==> config.mk <==
export PLATFORM = sky130hd
export DESIGN_NAME = mqlf_ctrl
export DESIGN_NICKNAME = d
export VERILOG_FILES = /design/src/rtl/mqlf_pkg.sv /design/src/rtl/mqlf_ctrl.sv
export SDC_FILE = /design/constraint.sdc
export NUM_CORES = 1
export LEC_CHECK = 0
export BUFFER_PORTS_ARGS = -buffer_cell sky130_fd_sc_hd__clkbuf_2
export CORE_AREA = 2 2 39 41
export DETAILED_ROUTE_END_ITERATION = 7
export DIE_AREA = 0 0 41 43
export GPL_TIMING_DRIVEN = 0
export HOLD_SLACK_MARGIN = 0.1
export PLACE_DENSITY_LB_ADDON = 0.3
export SLEW_MARGIN = 20
export SYNTH_ARGS = -nofsm -noshare
export SYNTH_HDL_FRONTEND = slang
export SYNTH_SLANG_ARGS = --single-unit
export TNS_END_PERCENT = 50
==> constraint.sdc <==
create_clock -name clock -period 1.8 [get_ports clock]
set_clock_uncertainty 0.15 [all_clocks]
set_input_delay 0.36 -clock clock [delete_from_list [all_inputs] [get_ports clock]]
set_output_delay 0.36 -clock clock [all_outputs]
set_load 0.02 [all_outputs]
==> src/rtl/mqlf_pkg.sv <==
// shared types and codes for the linked multi-queue fifo
// no dependencies
package mqlf_pkg;

   localparam int QIDX_WIDTH     = 4;
   localparam int STATUS_WIDTH   = 2;
   localparam int KEY_PORT_WIDTH = 32;

   localparam logic OP_APPEND = 1'b0;
   localparam logic OP_REMOVE = 1'b1;

   localparam logic [STATUS_WIDTH-1:0] STATUS_DONE  = 2'd0;
   localparam logic [STATUS_WIDTH-1:0] STATUS_EMPTY = 2'd1;
   localparam logic [STATUS_WIDTH-1:0] STATUS_FULL  = 2'd2;

   typedef enum logic [2:0] {
      ST_IDLE   = 3'b001,
      ST_LOOKUP = 3'b010,
      ST_UPDATE = 3'b100
   } ctl_state_type;

   typedef struct packed {
      logic capture;
      logic lookup;
      logic commit;
   } ctl_cmd_type;

endpackage

==> src/rtl/mqlf_ctrl.sv <==
// sequencing state machine for the linked multi-queue fifo
// depends on mqlf_pkg
module mqlf_ctrl import mqlf_pkg::*; (
   input  logic        clock,
   input  logic        reset,
   input  logic        req_valid,
   input  logic        out_free,
   output logic        req_stall,
   output ctl_cmd_type cmd
);

   ctl_state_type state_ff, state_in;

   always_ff @(posedge clock) begin
      if (reset) begin
         state_ff <= ST_IDLE;
      end else begin
         state_ff <= state_in;
      end
   end

   always_comb begin
      state_in    = state_ff;
      cmd         = '0;
      req_stall   = 1'b1;
      unique case (state_ff)
         ST_IDLE: begin
            req_stall   = 1'b0;
            cmd.capture = req_valid;
            if (req_valid) begin
               state_in = ST_LOOKUP;
            end
         end
         ST_LOOKUP: begin
            cmd.lookup = 1'b1;
            state_in   = ST_UPDATE;
         end
         ST_UPDATE: begin
            cmd.commit = out_free;
            if (out_free) begin
               state_in = ST_IDLE;
            end
         end
         default: begin
            state_in = ST_IDLE;
         end
      endcase
   end

endmodule

==> results of run 1 <==
-- worst max-delay path: stages (launching register included) --
cell,delay [ns]
dfxtp_1,0.35
or3b_1,0.41
inv_1,0.07
clkbuf_2,0.16
-- placed cells by master, fill, tap and decap left out --
master,n
dfxtp_1,2
dfxtp_2,1
clkbuf_4,3
nor2_1,2
or4b_1,1
nand2_1,1
or2b_1,1
clkbuf_2,7
nand4bb_1,1
clkbuf_1,1
nor4bb_1,1
a31o_1,1
or3b_1,2
inv_1,2
a211oi_1,1
-- logic make-up (layout without fill, tap and decap cells) --
| group | Yosys count | in the layout |
|---|---|---|
| buffers and inverters | 2 | 13 |
| AND/OR/NAND/NOR | 9 | 9 |
| flip-flops | 3 | 3 |
| AO/OA/AOI/OAI | 2 | 2 |
-- routing by layer --
metal | up-vias | GRT usage [%] | wire length, µm
met5 | - | 0 | 0
met4 | 0 | 8.00 | 0
met3 | 0 | 1.57 | 50
met2 | 8 | 4.38 | 110
met1 | 64 | 7.67 | 179
li1 | 80 | - | -
-- final timing paths --
kind                            slack, ns                        to                      from  cells past startpoint
worst max-delay path                 0.08                    cmd[1]  state_ff[2]$_SDFFE_PP0P_                      3
worst min-delay path                 0.17  state_ff[1]$_SDFFE_PP0P_                     reset                      2
worst max register to register       0.48  state_ff[0]$_SDFFE_PP1P_  state_ff[2]$_SDFFE_PP0P_                      2
worst min register to register       0.38  state_ff[2]$_SDFFE_PP0P_  state_ff[0]$_SDFFE_PP1P_                      1
-- what timing repair did --
action	4_1_cts	5_1_grt
gates resized for setup	0	1
hold buffers	0	0
endpoints found under the setup margin	0	1
-- power by group through the flow --
| stage | clock network, µW | logic, µW | registers, µW |
|---|---|---|---|
| final | 118 | 26.9 | 75.9 |
| after global routing | 128 | 30.0 | 77.3 |
| after CTS | 125 | 27.3 | 75.5 |
| after detailed placement | 0 | 27.1 | 76.5 |
| after global placement | 0 | 27.2 | 76.8 |
| after floorplan | 0 | 17.1 | 74.9 |
-- layout make-up --
cell class	count	area share [%]
Clock buffer	4	11.2
Inverter	2	3.21
Multi-Input combinational cell	11	35.8
Sequential cell	3	26.2
Tap cell	16	8.56
Timing Repair Buffer	7	15.0
-- per-stage QoR --
step                      setup WS, ns  power, µW  util, %
after detailed placement         0.291        104     14.9
after global placement           0.288        104     14.9
final                           0.0839        221     16.9
after floorplan                  0.217       92.0        -
after CTS                       0.0347        228     16.8
after global routing           0.00557        235     16.9
==> run metrics, run 1 <==
Slew Limit Fails 0; Remaining DRCs 0; fillers 161; Finished Layout Cells 43; CP Capture Type output pin; status completed; clock network power share 53.4%; Finish-stage setup viols 0; DRT Pass-1 Iters 2; Required @ worst endpoint 1.29 ns; Synth Instances 16; Synth area leaders dfxtp_1, or3b_1, nand4bb_1; Avg Cell Area, Syn 9.46 µm²; DIE HEIGHT 43 µm; Cell Area, Placed 206 µm²; top_reg_cell synth dfxtp_1; area share of the largest cell type after synthesis 39.7%; RSZ-0062 raised after global routing no; switch share 24.9%; Int Pwr 166 µW; biggest regs state_ff: 3 flops; CTS Buffer Depth 2; DR iter-0 viols 1; mux share of post-synthesis cell area 0%; Seq pwr share 34.4%; Max VDD drop 0.000130 V; total I/O pin count 8; ys async rst share 0%; synthesized flop and latch total 3; Core Box Area 1380 µm²; CTS Buf Count 3; Biggest register state_ff; critical path data arrival time 1.21 ns; largest family of logic cells by synthesized area simple AND/OR/NAND/NOR gates; Power Dens Cells 944 nW/µm²; fin crit share 95.3%; fraction of the mapped netlist area in adder cells 0%; Initial Utilization 10.9%; Clock transition at path regs 0.04 ns; Sequential cell area 61.3 µm²; DR vias 152; antenna-violating nets left 0; initial antenna violation count 0; worst min path class input pin to register; gpl congestion 0.653; crit-path max FO 7; Post-Synth XOR/XNOR Area 0%; Synth area leader dfxtp_1; total global-route track usage 5.31%; Synth cell types 11; CTS root buf clkbuf_4; share of cells above drive strength 1 40.7%; Gate power share 12.2%; Fmax achieved 583 MHz; CTS sink cnt 3; Final HPWL DP 250 µm; CTS H-tree depth 1; mapped cell area 151 µm²; # Max-Cap Violations 0; largest net degree at the start of global routing 8; Post-synth top cells dfxtp_1, inv_1, nor2_1, or3b_1; Setup CP Type register to output pin; Synth Area in Compound Gates 10.7%; Final TNS setup 0 ns; min Tclk post-route 1.72 ns; Multi-input gate area 83.8 µm²; Final Hold Viols 0; postcts setup bufs 0; die area 1760 µm²; simple-gate share of the synthesized area 44.6%; dpl cells 39; fin area 234 µm²; die width 41 µm; Diodes inserted 0; Post-synth EDFFs 0; worst hold margin 0.175 ns; vias per std cell 3.53; Slew headroom 85.1%; nets 32; Largest register FFs 3; worst skew pair latency 0.23 ns; Synth Net Count 20; Cell Rows 14; Setup crit start kind register; Remaining Overflow, GRT 0; top-count cell post-synth dfxtp_1; Yosys warnings 0; drt total wl 339 µm; actual slew at the worst max-slew pin 0.220 ns; Area Growth Syn to Fin 54.5%; first-pass GRT wire length 558 µm; vias in the first global route 135; # port buffers 7; CTS tree yes; Routed WL per cell 7.88 µm; leakage 0.000109 µW; sequential area share after synthesis 39.7%; Psw 55.0 µW
(Power assumes the default switching activity.)
==> run 2: changes to the inputs <==
Settings changed: RECOVER_POWER from default to 25, SLEW_MARGIN 20 to default.
Clock period 1.8 ns to 1.5 ns, I/O delays scaled along.
==> run metrics, run 2 (synthesis results as in run 1) <==
vias per std cell 3.65; Cell Rows 14; Biggest register state_ff; Setup CP Type register to output pin; Diodes inserted 0; gpl congestion 0.653; DR vias 168; Final HPWL DP 250 µm; fillers 164; total I/O pin count 8; total global-route track usage 5.71%; Area Growth Syn to Fin 90.1%; Core Box Area 1380 µm²; min Tclk post-route 1.60 ns; CTS tree yes; RSZ-0062 raised after global routing yes; DR iter-0 viols 0; Final Hold Viols 0; CP peak stage delay 0.40 ns; CTS root buf clkbuf_4; Clock transition at path regs 0.04 ns; Final Worst Setup Slack -0.0990 ns; crit path from state_ff[2]$_SDFFE_PP0P_; drt total wl 405 µm; hold_sp reset; Remaining DRCs 0; nets 35; CTS sink cnt 3; Required @ worst endpoint 1.05 ns; actual slew at the worst max-slew pin 0.207 ns; Slowest-stage cell, CP or3b_4; fin crit share 107%; # Max-Cap Violations 0; Slew headroom 86.0%; worst skew pair latency 0.23 ns; worst hold margin 0.114 ns; Routed WL per cell 8.80 µm; worst min path class input pin to register; Largest register FFs 3; largest net degree at the start of global routing 8; commonest non-fill, non-tap cell in the layout clkbuf_2; CTS Buffer Depth 2; share of cells above drive strength 1 60.0%; Hold Buf Count CTS 0; most frequent cells in the layout clkbuf_2, clkbuf_4, buf_4, dfxtp_4, nor2_1; die width 41 µm; failing checks setup timing; critical path data arrival time 1.15 ns; initial antenna violation count 0; Cell Chain, Critical Path or3b_4 -> inv_2 -> buf_8; CTS Buf Count 3; leakage 0.000129 µW; DRT Pass-1 Iters 1; DIE HEIGHT 43 µm; Final TNS setup -0.147 ns; antenna-violating nets left 0; Slew Limit Fails 0; status finished with violations; first-pass GRT wire length 614 µm; CP Capture Type output pin; die area 1760 µm²; Max VDD drop 0.000153 V; # port buffers 7; vias in the first global route 141; Finish-stage setup viols 2; biggest regs state_ff: 3 flops; Remaining Overflow, GRT 0; Fmax achieved 625 MHz; Initial Utilization 10.9%; crit-path max FO 7; launching point of the worst reg2reg path state_ff[0]$_SDFFE_PP1P_; Setup crit start kind register; Power Dens Cells 959 nW/µm²; CTS H-tree depth 1
==> run 2: cell count changes in the layout (fill, tap and decap cells not counted), sizes merged <==
cell,previous run,this run
clkbuf,11,9
buf,0,5
==> run 2: metal layers <==
layer | wire length (µm) | up-vias | track usage (%)
met1 | 208 | 71 | 8.63
li1 | - | 89 | -
met4 | 0 | 0 | 8.00
met2 | 146 | 8 | 4.69
met5 | 0 | - | 0
met3 | 50 | 0 | 1.57
==> run 2: critical path: cells and delay by family, from the launching register on <==
kind	cells	cell delay [ns]
AND/OR/NAND/NOR	1	0.40
flip-flops	1	0.35
buffers and inverters	2	0.17
==> run 2: where the power goes <==
group	internal, µW	total [µW]	switching [µW]
Combinational	25.2	47.7	22.4
Clock	99.7	141	41.4
Sequential	82.3	87.1	4.83
Total	207	276	68.6
==> run 2: path summary, 6_finish.rpt <==
check,endpoint,slack (ns),cells past startpoint
worst max-delay path,cmd[1],-0.1,3
worst min-delay path,state_ff[2]$_SDFFE_PP0P_,0.11,2
worst max register to register,state_ff[0]$_SDFFE_PP1P_,0.05,3
worst min register to register,state_ff[2]$_SDFFE_PP0P_,0.40,2
==> run 2: through the flow <==
stage | instances | area [µm²] | total power [µW] | setup slack, ns | util [%]
5_1_grt | 46 | 288 | 292 | -0.140 | 20.8
2_1_floorplan | 16 | 151 | 110 | 0.00160 | -
3_5_place_dp | 39 | 206 | 124 | 0.0509 | 14.9
4_1_cts | 46 | 282 | 285 | -0.125 | 20.3
6_report | 46 | 288 | 276 | -0.0990 | 20.8
3_3_place_gp | 39 | 206 | 125 | 0.0483 | 14.9
==> run 2: repair_timing <==
item,CTS,global route
buffers inserted,3,0
gates resized for setup,9,5
pin swaps,1,1
setup endpoints to repair,3,3
==> run 2: area by class of cell <==
cell class	instances	area (µm²)	share of cell area, %
flip-flops and latches	3	71.3	24.8
multi-input cells	11	86.3	30.0
clock buffers	4	26.3	9.13
inverters	2	7.51	2.61
repair buffers	10	76.3	26.5
well taps	16	20.0	6.96
